===== src/sv/bitcoin_tx_stream_parser_assert.svh =====
// assertion macros for the transaction stream parser
`ifndef BITCOIN_TX_STREAM_PARSER_ASSERT_SVH
`define BITCOIN_TX_STREAM_PARSER_ASSERT_SVH

// implication checked on every clock edge outside reset
`define BTP_ASSERT_IMPLY(label, ante, cons, msg) \
    label: assert property (@(posedge clk) disable iff (!rst_n) (ante) |-> (cons)) \
        else $error(msg);

// implication checked in the cycle after the antecedent
`define BTP_ASSERT_NEXT(label, ante, cons, msg) \
    label: assert property (@(posedge clk) disable iff (!rst_n) (ante) |=> (cons)) \
        else $error(msg);

`endif


===== src/sv/btp_pkg.sv =====
// package for the transaction stream parser: types, phases and token codes
`default_nettype none
package btp_pkg;

    localparam int TXID_BYTES = 32;
    localparam int QDEPTH = 4;

    typedef enum logic [4:0] {
        PH_VER, PH_MARK0, PH_MARK1, PH_INCOUNT, PH_TXID, PH_PREVIDX, PH_INSLEN,
        PH_INSBYTE, PH_SEQ, PH_OUTCOUNT, PH_AMOUNT, PH_OSLEN, PH_OSBYTE,
        PH_WITCOUNT, PH_WITLEN, PH_WITBYTE, PH_LOCK, PH_DONE, PH_DRAIN
    } phase_t;

    localparam logic [4:0] TK_VERSION = 5'd0;
    localparam logic [4:0] TK_MARKER = 5'd1;
    localparam logic [4:0] TK_INCOUNT = 5'd2;
    localparam logic [4:0] TK_TXIDBYTE = 5'd3;
    localparam logic [4:0] TK_PREVINDEX = 5'd4;
    localparam logic [4:0] TK_INSCRIPTLEN = 5'd5;
    localparam logic [4:0] TK_INSCRIPTBYTE = 5'd6;
    localparam logic [4:0] TK_SEQUENCE = 5'd7;
    localparam logic [4:0] TK_OUTCOUNT = 5'd8;
    localparam logic [4:0] TK_AMOUNT = 5'd9;
    localparam logic [4:0] TK_OUTSCRIPTLEN = 5'd10;
    localparam logic [4:0] TK_OUTSCRIPTBYTE = 5'd11;
    localparam logic [4:0] TK_WITCOUNT = 5'd12;
    localparam logic [4:0] TK_WITLEN = 5'd13;
    localparam logic [4:0] TK_WITBYTE = 5'd14;
    localparam logic [4:0] TK_LOCKTIME = 5'd15;
    localparam logic [4:0] TK_STATUS = 5'd16;

    localparam logic [1:0] ST_OK = 2'd0;
    localparam logic [1:0] ST_TRUNC = 2'd1;
    localparam logic [1:0] ST_TRAIL = 2'd2;
    localparam logic [1:0] ST_BIG = 2'd3;

    typedef struct packed {
        logic [7:0] data_byte;
        logic       final_byte;
    } in_item_t;

    typedef struct packed {
        logic [4:0]  token_kind;
        logic [63:0] token_value;
        logic [31:0] entry_number;
        logic [31:0] stack_item_number;
        logic [1:0]  end_status;
        logic        last_of_run;
    } out_item_t;

    // one queued token as produced by the front part
    typedef struct packed {
        logic [4:0]  kind;
        logic [63:0] value;
        logic [31:0] entry;
        logic [31:0] item;
        logic        last;
    } tok_t;

    // up to three tokens caused by one byte
    typedef struct packed {
        logic [1:0] count;
        tok_t [2:0] toks;
    } bundle_t;

    function automatic out_item_t tok_to_out(tok_t t);
        out_item_t o;
        o.token_kind = t.kind;
        o.token_value = t.value;
        o.entry_number = t.entry;
        o.stack_item_number = t.item;
        o.end_status = (t.kind == TK_STATUS) ? t.value[1:0] : ST_OK;
        o.last_of_run = t.last;
        return o;
    endfunction

endpackage
`default_nettype wire


===== src/sv/bitcoin_tx_stream_parser.sv =====
// top level of the transaction stream parser
//  channel   | direction | payload      | handshake
//  in        | in        | in_item_t    | in_valid / in_ready
//  out       | out       | out_item_t   | out_valid / out_ready
// A byte is taken and turned into up to three tokens at once.
// Tokens drain one per cycle while the output is taken, from a four-entry queue
// into the output register, so bytes with one token sustain one per cycle.
// Reset clears the field state and queue at once; no clearing pass.
// A stalled output fills the queue and then drops in_ready.
`default_nettype none
module bitcoin_tx_stream_parser #(
    parameter int COUNT_BITS = 32
) (
    input  wire logic               clk,
    input  wire logic               rst_n,
    input  wire logic               in_valid,
    output logic                    in_ready,
    input  wire btp_pkg::in_item_t  in_data,
    output logic                    out_valid,
    input  wire logic               out_ready,
    output btp_pkg::out_item_t      out_data
);
    import btp_pkg::*;

    bundle_t bundle;
    logic    step;

    assign step = in_valid && in_ready;

    // front: field state machine
    btp_front #(.COUNT_BITS(COUNT_BITS)) u_front (
        .clk(clk), .rst_n(rst_n), .step(step), .in_item(in_data), .bundle(bundle)
    );

    // back: token queue and output register
    btp_back u_back (
        .clk(clk), .rst_n(rst_n), .push(step), .bundle(bundle), .space(in_ready),
        .valid(out_valid), .ready(out_ready), .item(out_data)
    );

`include "bitcoin_tx_stream_parser_assert.svh"

    `BTP_ASSERT_IMPLY(a_status_last, out_valid && out_data.token_kind == TK_STATUS,
        out_data.last_of_run, "status token not last of run")
    `BTP_ASSERT_IMPLY(a_byte_has_token, step, bundle.count != 2'd0 || !in_data.final_byte,
        "final byte produced no token")
    `BTP_ASSERT_NEXT(a_final_closes, step && in_data.final_byte,
        u_front.phase_reg == PH_VER, "parser not reset after final byte")

endmodule
`default_nettype wire


===== src/sv/btp_front.sv =====
// front part: field state machine, turns one byte into a bundle of tokens
`default_nettype none
module btp_front #(
    parameter int COUNT_BITS = 32
) (
    input  wire logic             clk,
    input  wire logic             rst_n,
    input  wire logic             step,
    input  wire btp_pkg::in_item_t in_item,
    output btp_pkg::bundle_t      bundle
);
    import btp_pkg::*;

    localparam logic [63:0] LIMIT = (COUNT_BITS >= 32) ? 64'hFFFF_FFFF
                                    : ((64'd1 << COUNT_BITS) - 64'd1);

    phase_t      phase_reg, phase_next;
    logic [5:0]  fbc_reg, fbc_next;
    logic [63:0] acc_reg, acc_next;
    logic [31:0] left_reg, left_next;
    logic [31:0] intot_reg, intot_next;
    logic [31:0] ent_reg, ent_next;
    logic [31:0] outtot_reg, outtot_next;
    logic [31:0] wtot_reg, wtot_next;
    logic [31:0] widx_reg, widx_next;
    logic        seg_reg, seg_next;
    logic        held_reg, held_next;
    logic [1:0]  err_reg, err_next;

    // state registers
    always_ff @(posedge clk or negedge rst_n)
    begin
        if (!rst_n)
        begin
            phase_reg <= PH_VER;
            fbc_reg <= '0;
            acc_reg <= '0;
            left_reg <= '0;
            intot_reg <= '0;
            ent_reg <= '0;
            outtot_reg <= '0;
            wtot_reg <= '0;
            widx_reg <= '0;
            seg_reg <= 1'b0;
            held_reg <= 1'b0;
            err_reg <= ST_OK;
        end
        else if (step)
        begin
            phase_reg <= phase_next;
            fbc_reg <= fbc_next;
            acc_reg <= acc_next;
            left_reg <= left_next;
            intot_reg <= intot_next;
            ent_reg <= ent_next;
            outtot_reg <= outtot_next;
            wtot_reg <= wtot_next;
            widx_reg <= widx_next;
            seg_reg <= seg_next;
            held_reg <= held_next;
            err_reg <= err_next;
        end
    end

    // one byte through the field machine, with one replay for the held zero
    always_comb
    begin
        logic [7:0]  b;
        logic [1:0]  n;
        logic        redo;
        logic        cdone;
        logic [63:0] v;
        logic [4:0]  k;
        logic [31:0] e;
        logic [31:0] it;
        logic [1:0]  st;
        logic [2:0]  sh;
        phase_next = phase_reg;
        fbc_next = fbc_reg;
        acc_next = acc_reg;
        left_next = left_reg;
        intot_next = intot_reg;
        ent_next = ent_reg;
        outtot_next = outtot_reg;
        wtot_next = wtot_reg;
        widx_next = widx_reg;
        seg_next = seg_reg;
        held_next = held_reg;
        err_next = err_reg;
        bundle = '0;
        n = 2'd0;
        b = in_item.data_byte;
        redo = 1'b0;
        cdone = 1'b0;
        v = '0;
        k = '0;
        e = '0;
        it = '0;
        st = ST_OK;
        sh = '0;

        // marker lookahead resolution, held zero waits in the marker phase
        if (held_reg)
        begin
            held_next = 1'b0;
            phase_next = PH_INCOUNT;
            if (b == 8'h01)
            begin
                seg_next = 1'b1;
                bundle.toks[0] = '{TK_MARKER, 64'd1, 32'd0, 32'd0, 1'b0};
                n = 2'd1;
            end
            else
            begin
                // held zero is an input count of zero
                bundle.toks[0] = '{TK_INCOUNT, 64'd0, 32'd0, 32'd0, 1'b0};
                n = 2'd1;
                intot_next = '0;
                ent_next = '0;
                phase_next = PH_OUTCOUNT;
                redo = 1'b1;
            end
        end

        if (!held_reg || redo)
        begin
            case (phase_next)
                PH_VER, PH_PREVIDX, PH_SEQ, PH_AMOUNT, PH_LOCK:
                begin
                    sh = fbc_next[2:0];
                    acc_next = acc_next | (64'(b) << {sh, 3'b000});
                    fbc_next = fbc_next + 6'd1;
                    if (fbc_next >= ((phase_next == PH_AMOUNT) ? 6'd8 : 6'd4))
                    begin
                        v = acc_next;
                        acc_next = '0;
                        fbc_next = '0;
                        left_next = '0;
                        case (phase_next)
                            PH_VER:
                            begin
                                bundle.toks[n] = '{TK_VERSION, v, 32'd0, 32'd0, 1'b0};
                                phase_next = PH_MARK0;
                            end
                            PH_PREVIDX:
                            begin
                                bundle.toks[n] = '{TK_PREVINDEX, v, ent_next, 32'd0, 1'b0};
                                phase_next = PH_INSLEN;
                            end
                            PH_SEQ:
                            begin
                                bundle.toks[n] = '{TK_SEQUENCE, v, ent_next, 32'd0, 1'b0};
                                ent_next = ent_next + 32'd1;
                                if (ent_next >= intot_next)
                                begin
                                    ent_next = '0;
                                    phase_next = PH_OUTCOUNT;
                                end
                                else
                                    phase_next = PH_TXID;
                            end
                            PH_AMOUNT:
                            begin
                                bundle.toks[n] = '{TK_AMOUNT, v, ent_next, 32'd0, 1'b0};
                                phase_next = PH_OSLEN;
                            end
                            default:
                            begin
                                bundle.toks[n] = '{TK_LOCKTIME, v, 32'd0, 32'd0, 1'b0};
                                phase_next = PH_DONE;
                            end
                        endcase
                        n = n + 2'd1;
                    end
                end
                PH_MARK0, PH_INCOUNT, PH_INSLEN, PH_OUTCOUNT, PH_OSLEN, PH_WITCOUNT,
                PH_WITLEN:
                begin
                    if (phase_next == PH_MARK0 && b == 8'h00 && !in_item.final_byte)
                    begin
                        held_next = 1'b1;
                        phase_next = PH_MARK1;
                    end
                    else
                    begin
                        if (phase_next == PH_MARK0)
                            phase_next = PH_INCOUNT;
                        // compact size byte
                        if (fbc_next == 6'd0)
                        begin
                            if (b < 8'hFD)
                            begin
                                acc_next = 64'(b);
                                cdone = 1'b1;
                            end
                            else
                            begin
                                left_next = (b == 8'hFD) ? 32'd2
                                          : (b == 8'hFE) ? 32'd4 : 32'd8;
                                acc_next = '0;
                                fbc_next = 6'd1;
                            end
                        end
                        else
                        begin
                            sh = 3'(fbc_next - 6'd1);
                            acc_next = acc_next | (64'(b) << {sh, 3'b000});
                            fbc_next = fbc_next + 6'd1;
                            cdone = (32'(fbc_next - 6'd1) >= left_next);
                        end
                        if (cdone)
                        begin
                            v = acc_next;
                            acc_next = '0;
                            fbc_next = '0;
                            left_next = '0;
                            e = ent_next;
                            it = '0;
                            case (phase_next)
                                PH_INCOUNT: begin k = TK_INCOUNT; e = '0; end
                                PH_INSLEN: k = TK_INSCRIPTLEN;
                                PH_OUTCOUNT: begin k = TK_OUTCOUNT; e = '0; end
                                PH_OSLEN: k = TK_OUTSCRIPTLEN;
                                PH_WITCOUNT: k = TK_WITCOUNT;
                                default: begin k = TK_WITLEN; it = widx_next; end
                            endcase
                            bundle.toks[n] = '{k, v, e, it, 1'b0};
                            n = n + 2'd1;
                            if (v > LIMIT)
                            begin
                                err_next = ST_BIG;
                                phase_next = PH_DRAIN;
                            end
                            else
                            begin
                                case (phase_next)
                                    PH_INCOUNT:
                                    begin
                                        intot_next = v[31:0];
                                        ent_next = '0;
                                        phase_next = (v == 0) ? PH_OUTCOUNT : PH_TXID;
                                    end
                                    PH_INSLEN:
                                    begin
                                        left_next = v[31:0];
                                        phase_next = (v == 0) ? PH_SEQ : PH_INSBYTE;
                                    end
                                    PH_OUTCOUNT:
                                    begin
                                        outtot_next = v[31:0];
                                        ent_next = '0;
                                        if (v == 0)
                                            phase_next = (seg_next && intot_next != 0)
                                                       ? PH_WITCOUNT : PH_LOCK;
                                        else
                                            phase_next = PH_AMOUNT;
                                    end
                                    PH_OSLEN:
                                    begin
                                        left_next = v[31:0];
                                        if (v == 0)
                                        begin
                                            ent_next = ent_next + 32'd1;
                                            if (ent_next >= outtot_next)
                                            begin
                                                ent_next = '0;
                                                phase_next = (seg_next && intot_next != 0)
                                                           ? PH_WITCOUNT : PH_LOCK;
                                            end
                                            else
                                                phase_next = PH_AMOUNT;
                                        end
                                        else
                                            phase_next = PH_OSBYTE;
                                    end
                                    PH_WITCOUNT:
                                    begin
                                        wtot_next = v[31:0];
                                        widx_next = '0;
                                        if (v == 0)
                                        begin
                                            ent_next = ent_next + 32'd1;
                                            if (ent_next >= intot_next)
                                            begin
                                                ent_next = '0;
                                                phase_next = PH_LOCK;
                                            end
                                            else
                                                phase_next = PH_WITCOUNT;
                                        end
                                        else
                                            phase_next = PH_WITLEN;
                                    end
                                    default:
                                    begin
                                        left_next = v[31:0];
                                        if (v == 0)
                                        begin
                                            widx_next = widx_next + 32'd1;
                                            if (widx_next >= wtot_next)
                                            begin
                                                ent_next = ent_next + 32'd1;
                                                if (ent_next >= intot_next)
                                                begin
                                                    ent_next = '0;
                                                    phase_next = PH_LOCK;
                                                end
                                                else
                                                    phase_next = PH_WITCOUNT;
                                            end
                                            else
                                                phase_next = PH_WITLEN;
                                        end
                                        else
                                            phase_next = PH_WITBYTE;
                                    end
                                endcase
                            end
                        end
                    end
                end
                PH_TXID:
                begin
                    bundle.toks[n] = '{TK_TXIDBYTE, 64'(b), ent_next, 32'd0, 1'b0};
                    n = n + 2'd1;
                    fbc_next = fbc_next + 6'd1;
                    if (fbc_next >= 6'(TXID_BYTES))
                    begin
                        fbc_next = '0;
                        phase_next = PH_PREVIDX;
                    end
                end
                PH_INSBYTE:
                begin
                    bundle.toks[n] = '{TK_INSCRIPTBYTE, 64'(b), ent_next, 32'd0, 1'b0};
                    n = n + 2'd1;
                    left_next = left_next - 32'd1;
                    if (left_next == 0)
                        phase_next = PH_SEQ;
                end
                PH_OSBYTE:
                begin
                    bundle.toks[n] = '{TK_OUTSCRIPTBYTE, 64'(b), ent_next, 32'd0, 1'b0};
                    n = n + 2'd1;
                    left_next = left_next - 32'd1;
                    if (left_next == 0)
                    begin
                        ent_next = ent_next + 32'd1;
                        if (ent_next >= outtot_next)
                        begin
                            ent_next = '0;
                            phase_next = (seg_next && intot_next != 0) ? PH_WITCOUNT : PH_LOCK;
                        end
                        else
                            phase_next = PH_AMOUNT;
                    end
                end
                PH_WITBYTE:
                begin
                    bundle.toks[n] = '{TK_WITBYTE, 64'(b), ent_next, widx_next, 1'b0};
                    n = n + 2'd1;
                    left_next = left_next - 32'd1;
                    if (left_next == 0)
                    begin
                        widx_next = widx_next + 32'd1;
                        if (widx_next >= wtot_next)
                        begin
                            ent_next = ent_next + 32'd1;
                            if (ent_next >= intot_next)
                            begin
                                ent_next = '0;
                                phase_next = PH_LOCK;
                            end
                            else
                                phase_next = PH_WITCOUNT;
                        end
                        else
                            phase_next = PH_WITLEN;
                    end
                end
                PH_DONE:
                begin
                    err_next = ST_TRAIL;
                    phase_next = PH_DRAIN;
                end
                default:
                begin
                end
            endcase
        end

        // closing status on the final byte, then back to reset state
        if (in_item.final_byte)
        begin
            if (err_next != ST_OK)
                st = err_next;
            else
                st = (phase_next == PH_DONE) ? ST_OK : ST_TRUNC;
            bundle.toks[n] = '{TK_STATUS, 64'(st), 32'd0, 32'd0, 1'b0};
            n = n + 2'd1;
            phase_next = PH_VER;
            fbc_next = '0;
            acc_next = '0;
            left_next = '0;
            intot_next = '0;
            ent_next = '0;
            outtot_next = '0;
            wtot_next = '0;
            widx_next = '0;
            seg_next = 1'b0;
            held_next = 1'b0;
            err_next = ST_OK;
        end

        // mark last token of the byte
        case (n)
            2'd1: bundle.toks[0].last = 1'b1;
            2'd2: bundle.toks[1].last = 1'b1;
            2'd3: bundle.toks[2].last = 1'b1;
            default: ;
        endcase
        bundle.count = n;
    end

endmodule
`default_nettype wire


===== src/sv/btp_back.sv =====
// back part: token queue and serializer to the output register
`default_nettype none
module btp_back (
    input  wire logic              clk,
    input  wire logic              rst_n,
    input  wire logic              push,
    input  wire btp_pkg::bundle_t  bundle,
    output logic                   space,
    output logic                   valid,
    input  wire logic              ready,
    output btp_pkg::out_item_t     item
);
    import btp_pkg::*;

    localparam int PW = $clog2(QDEPTH);

    tok_t          mem [QDEPTH];
    logic [PW-1:0] wp_reg, rp_reg;
    logic [PW:0]   cnt_reg, cnt_next;
    logic          ov_reg;
    out_item_t     out_reg;
    logic          pop;
    logic [1:0]    npush;

    assign npush = push ? bundle.count : 2'd0;
    // output register loads when the queue holds a token and the register is empty or being taken
    assign pop = (cnt_reg != 0) && (!ov_reg || ready);
    assign cnt_next = cnt_reg + (PW+1)'(npush) - (PW+1)'(pop);
    // room for a worst case bundle after this cycle
    assign space = (cnt_reg <= (PW+1)'(QDEPTH - 3)) ||
                   (pop && cnt_reg == (PW+1)'(QDEPTH - 2));
    assign valid = ov_reg;
    assign item = out_reg;

    // queue storage
    always_ff @(posedge clk)
    begin
        if (npush != 0)
            mem[wp_reg] <= bundle.toks[0];
        if (npush >= 2'd2)
            mem[PW'(wp_reg + PW'(1))] <= bundle.toks[1];
        if (npush == 2'd3)
            mem[PW'(wp_reg + PW'(2))] <= bundle.toks[2];
        if (pop)
            out_reg <= tok_to_out(mem[rp_reg]);
    end

    // pointers and output valid
    always_ff @(posedge clk or negedge rst_n)
    begin
        if (!rst_n)
        begin
            wp_reg <= '0;
            rp_reg <= '0;
            cnt_reg <= '0;
            ov_reg <= 1'b0;
        end
        else
        begin
            wp_reg <= wp_reg + PW'(npush);
            if (pop)
                rp_reg <= rp_reg + PW'(1);
            cnt_reg <= cnt_next;
            if (pop)
                ov_reg <= 1'b1;
            else if (ready)
                ov_reg <= 1'b0;
        end
    end

endmodule
`default_nettype wire


===== config.mk =====
export PLATFORM = sky130hd
export DESIGN_NAME = bitcoin_tx_stream_parser
export DESIGN_NICKNAME = d
export VERILOG_FILES = /design/src/sv/btp_pkg.sv /design/src/sv/bitcoin_tx_stream_parser.sv /design/src/sv/btp_front.sv /design/src/sv/btp_back.sv
export VERILOG_INCLUDE_DIRS = /design/src /design/src/sv
export SDC_FILE = /design/constraint.sdc
export NUM_CORES = 2
export LEC_CHECK = 0
export BUFFER_PORTS_ARGS = -buffer_cell sky130_fd_sc_hd__buf_2
export CAP_MARGIN = 20
export CELL_PAD_IN_SITES_DETAIL_PLACEMENT = 1
export CELL_PAD_IN_SITES_GLOBAL_PLACEMENT = 1
export CORE_UTILIZATION = 46
export DETAILED_ROUTE_END_ITERATION = 8
export PLACE_DENSITY = 0.82
export SLEW_MARGIN = 10
export SYNTH_ARGS = -nofsm -noshare
export SYNTH_HDL_FRONTEND = slang
export SYNTH_SLANG_ARGS = --single-unit

===== constraint.sdc =====
create_clock -name clk -period 12 [get_ports clk]
set_input_delay 0.6 -clock clk [delete_from_list [all_inputs] [get_ports clk]]
set_output_delay 0.6 -clock clk [all_outputs]
set_load 0.01 [all_outputs]

## Word-level counts from Yosys, hierarchy flattened

Memory sizes are Yosys's and may differ from the RTL's.
Cells that the tools add are included.

| storage, ports and cells | value |
|---|---|
| flip-flop bits (word level) | 415 |
| RAM bits | 536 |
| bits of input ports | 13 |
| output and inout bits | 138 |
| word-level logic and storage cells | 340 |
| memories kept | 1 |

| cells by class | value |
|---|---|
| $add $sub $neg | 14 |
| order comparisons | 14 |
| equal/unequal tests | 43 |
| shift-type cells | 2 |
| muxes and demuxes | 195 |
| bitwise gates (word level) | 2 |
| reduce and logical (&&, ||, !) cells | 47 |

Memory list:

| name | depth | bits a word | read ports | clocked after Yosys merged registers in | write ports | RTL line | RTL |
|---|---|---|---|---|---|---|---|
| u_back.mem | 4 | 134 | 1 | 0 | 3 | btp_back.sv:17 | `tok_t mem [QDEPTH];` |

Operators by type and width:

| kind | count |
|---|---|
| $bwmux 402 | 11 |
| $pmux 402 s6 | 1 |
| $mux 32 | 67 |
| $mux 402 | 5 |
| $pmux 402 s4 | 1 |
| $mux 64 | 9 |
| $demux 134 s2 | 2 |
| $mux 134 | 3 |
| $pmux 32 s4 | 2 |
| $mux 5 | 27 |
| $mux 131 | 1 |
| $ge 32x32->1 | 4 |
| $or 64x64->64 | 2 |
| $pmux 32 s2 | 2 |
| $pmux 64 s2 | 1 |
| $shl 8x6->64 | 2 |
| $pmux 32 s3 | 1 |
| $add 32x1->32 const B | 2 |
| $gt 64x32->1 const B | 1 |
| $logic_not 64->1 | 1 |
| $eq 5x4->1 const B | 11 |
| $mux 6 | 8 |
| $pmux 5 s7 | 1 |
| $logic_not 32->1 | 1 |
| 63 further kinds | 151 |

## Depth between registers and ports, before layout

| depth | value |
|---|---|
| depth in word-level cells | 24 |
| mapped depth | 33 |
| mapped depth without buffers | 25 |

## Hierarchy

Synthesis repeated with hierarchy kept, for this count alone.

| unflattened totals | value |
|---|---|
| cell total of the unflattened synthesis | 5676 |
| area total of the unflattened synthesis | 62695.1 um^2 |

Modules (own cells, without submodules):

| module | times used | cells each | area each (um^2) | seq. area each (um^2) |
|---|---|---|---|---|
| btp_back | 1 | 2089 | 36543.8 | 20379.5 |
| btp_front | 1 | 3586 | 26145.1 | 6781.5 |
| bitcoin_tx_stream_parser | 1 | 1 | 6.3 | 0.0 |

## Worst setup path after synthesis

OpenSTA, ideal clock, no wires.

| timing path | value |
|---|---|
| path type | register to register |
| from | register u_front.fbc_reg[0] |
| to | memory u_back.mem[1][0] (netlist name), enable pin |
| library setup time | 0.674 ns |
| arrival | 12.012 ns |
| required time | 11.326 ns |
| setup slack | -0.686 ns |
| cell stages (with the launch flop) | 26 |
| buffers on the path | 6 |
| period minus slack after synthesis | 12.686 ns |
| path through | dfrtp_1 clkbuf_1 inv_1 clkbuf_1 nor2_1 clkbuf_1 nand4_1 o21ai_0 and3_1 ha_1 a21oi_1 nand2_1 a2111o_1 a21oi_1 o21a_1 buf_2 inv_2 clkbuf_1 ha_1 a221o_1 ha_1 nand2b_1 a21oi_1 buf_2 a21oi_1 o22ai_1 |

RTL lines:

| element | RTL line | RTL |
|---|---|---|
| start: declaration | btp_front.sv:18 | `logic [5:0] fbc_reg, fbc_next;` |
| start signal: assignment | btp_front.sv:51 | `fbc_reg <= fbc_next;` |
| end: declaration | btp_back.sv:17 |  |

==> metrics.txt <==
total gr overflow 0; vias per inst around 7.0; number of buffers added on ports 150; Slowest-stage cell, CP dfrtp_1; Initial Util 46.4%; CTS-repair resized insts 0; count of max-cap constraint violations 0; post-layout util slightly above 50%; area leader, netlist edfxtp_1; power per cell area roughly 260 nW/um2; router iterations before antenna repair 7; nets slightly above 5000; width of the chip ~340 um; # fillers roughly 12000; Cell Chain, Critical Path inv_1 -> ha_1 -> nand2b_1 -> nor2_1 -> nand3_1 -> xor2_1 -> ha_1 -> nand4_1 -> and3_1 -> o31ai_1 -> a21oi_1 -> o21a_1 -> inv_2 -> ha_1 -> a221o_1 -> ha_1 -> nand2b_1 -> a21oi_1 -> nand2_1 -> o21ai_4 -> buf_4 -> buf_4 -> nor2_2 -> and2_1; RSZ-0062 raised after global routing no; Worst Skew ~30 ps; multi-input logic area between 20000 and 25000 um2; CTS tree yes; initial antenna violation count 7; Post-synth ARST share 29.3%; part of the cycle the worst path needs 79.2%; Synth area leaders edfxtp_1 39%, dfrtp_1 13%, mux4_2 5.8%; total power between 15 and 20 mW; Seq/Total Area, Yosys 52.1%; count leader, synth edfxtp_1; setup violators final 0; Area Overhead vs Synth 10.5%; post-synth top area share 38.7%; hold depth 3; Mapped Nets roughly 5100; Post-CTS Setup Repair Bufs 0; CP Class reg -> reg; drt total wl 208000 um; Die Height approximately 340 um; Final Max Tran Viols 0; row count roughly 120; Initial DRC Count 6582; Top FF cell, synth edfxtp_1; GRT Util Overall 35.5%; Top Metal Used met5; worst reg-to-reg path cell count 24; pin count of the biggest net entering global routing 136; Worst path most repeated cell ha_1; post-DR wirelength/cell 31.9 um; Num CTS Buffers 97; switching power between 6 and 7 mW; die area ~110000 um2; EDFF count, synth 672; startpoint types register; combinational power share between 40% and 50%; HPWL after DPL ~140000 um; Clock Sinks 951; Cells after Synth approximately 5000; global-route wire length before repair 306000 um; Setup TNS 0 ps; relative slew slack between 10 and 15%; CTS Buffer Depth 3; Post-CTS Hold Fix Bufs 1; R2R Setup Slk 2500 ps; number of global-route vias before repair ~45000; DR WL met2 91700 um; Pint roughly 8.5 mW; layout cells sized above 1 13.3%; M1 WL around 79000 um; status complete, but fails checks; max FFs per register ~540; sw frac 44.7%; Place WS 2540 ps; mean area per synthesized cell 10.5 um2; Root Buffer clkbuf_16; Worst-Margin Slew 1280 ps; Reg clk slew, reported paths roughly 70 ps; FF+latch area about 27000 um2; via count between 40000 and 50000; clock latency on the worst-skew pair roughly 740 ps; Lkg Pwr roughly 21 nW; Placer Congestion 0.999; I/O Pins between 150 and 200; Critical Path AT roughly 10000 ps; Critical Path RT 12470 ps; synthesized area approximately 52000 um2; Synth cell types 102; Clock Power Share 21.2%; Seq pwr share around 33%; H-tree depth 3; CP peak stage delay about 840 ps; Ys Warns 0; Synth top cells by count 672 x edfxtp_1, 488 x nand2_1, 386 x a21oi_1, 348 x o22ai_1, 314 x clkbuf_1; # DRC 1; Tmin final 9500 ps; Worst Hold Class in -> reg; WL met3 about 27000 um; Final WS setup around 2500 ps; failing checks design-rule violations; Setup crit end kind register; FMAX between 100 and 150 MHz; #FFs+latches synth around 950; core box area around 110000 um2; antenna diode count 0; Antenna Violating Nets Remaining 0; final hold vios 0; worst-path fanout max 45; VDD IR-drop max ~180 uV
-- stage by stage --
step                      cell area [um2]  instances  hold WS [ps]
final                               57700       6502           277
after global routing                57700       6502           298
after CTS                           57600       6496           289
after detailed placement            54300       6314           488
after global placement              54200       6311           479
after floorplan                     52200       4974           304
-- worst max-delay path: cells and delay by family (launching register included) --
family,cells,cell delay [ps]
AND/OR/NAND/NOR,9,2500
AO/OA/AOI/OAI,6,2300
buffers and inverters,4,1820
adder cells (fa/ha/maj),4,1490
flip-flops,1,840
XOR/XNOR,1,230
-- cell families after synthesis --
family | count (synthesis) | synth area share (%)
adders and majority gates | 146 | 3.52
muxes | 148 | 6.06
and+or+nand+nor | 1590 | 15.0
buffers and inverters | 557 | 4.14
DFF | 951 | 52.1
xor gates and xnor gates | 96 | 1.63
AOI/OAI and AO/OA | 1486 | 17.6
-- power groups by stage --
stage               clock, mW  combinational (mW)  sequential, mW
detailed placement          0                6.62            5.09
floorplan                   0                4.12            4.97
finish                   3.23                6.98            5.06
global route             3.33                7.28            5.12
global placement            0                6.42            5.03
CTS                      3.23                6.69            5.04
-- final timing paths --
check                                          start                    to
worst max-delay path              u_front.fbc_reg[0]      u_back.mem[2][5]
max in group asynchronous                      rst_n      u_back.rp_reg[0]
worst min-delay path                       out_ready          u_back.valid
worst min register to register  u_front.widx_reg[19]  u_front.widx_reg[19]
min in group asynchronous                      rst_n   u_front.ent_reg[23]
worst max register to register    u_front.fbc_reg[0]      u_back.mem[2][5]
-- cell usage in the layout, fill, tap and decap left out, drive strengths merged, types with 28 or more instances in the layout --
master | netlist | routed
or3 | 30 | 30
nand4 | 52 | 52
dfrtp | 279 | 279
xor2 | 36 | 36
or2 | 47 | 47
buf | 93 | 250
nand3 | 102 | 102
clkinv | 1 | 30
and3 | 42 | 42
clkbuf | 314 | 134
a22o | 57 | 57
nor3 | 123 | 123
inv | 149 | 152
a21oi | 386 | 386
o21ai | 358 | 358
nor4 | 54 | 54
nor2 | 316 | 316
edfxtp | 672 | 672
o31ai | 29 | 29
a22oi | 28 | 28
o22ai | 348 | 348
mux4 | 134 | 134
xnor2 | 60 | 60
and2 | 255 | 255
nand2 | 492 | 492
a31oi | 43 | 43
ha | 145 | 145
-- metal layers --
layer	vias to the layer above	track usage, %
met1	22800	46.9
li1	18600	-
met3	646	11.8
met5	-	0
met2	3114	53.2
met4	8	15.3
-- area by class of cell --
| cell class | instances | area share [%] |
|---|---|---|
| clock buffers | 131 | 4.79 |
| clock inverters | 50 | 0.989 |
| inverters | 150 | 0.976 |
| multi-input cells | 3466 | 40.0 |
| flip-flops and latches | 951 | 47.1 |
| well taps | 1500 | 3.25 |
| repair buffers | 254 | 2.86 |
Note: power is estimated with default switching activity, not from simulation.
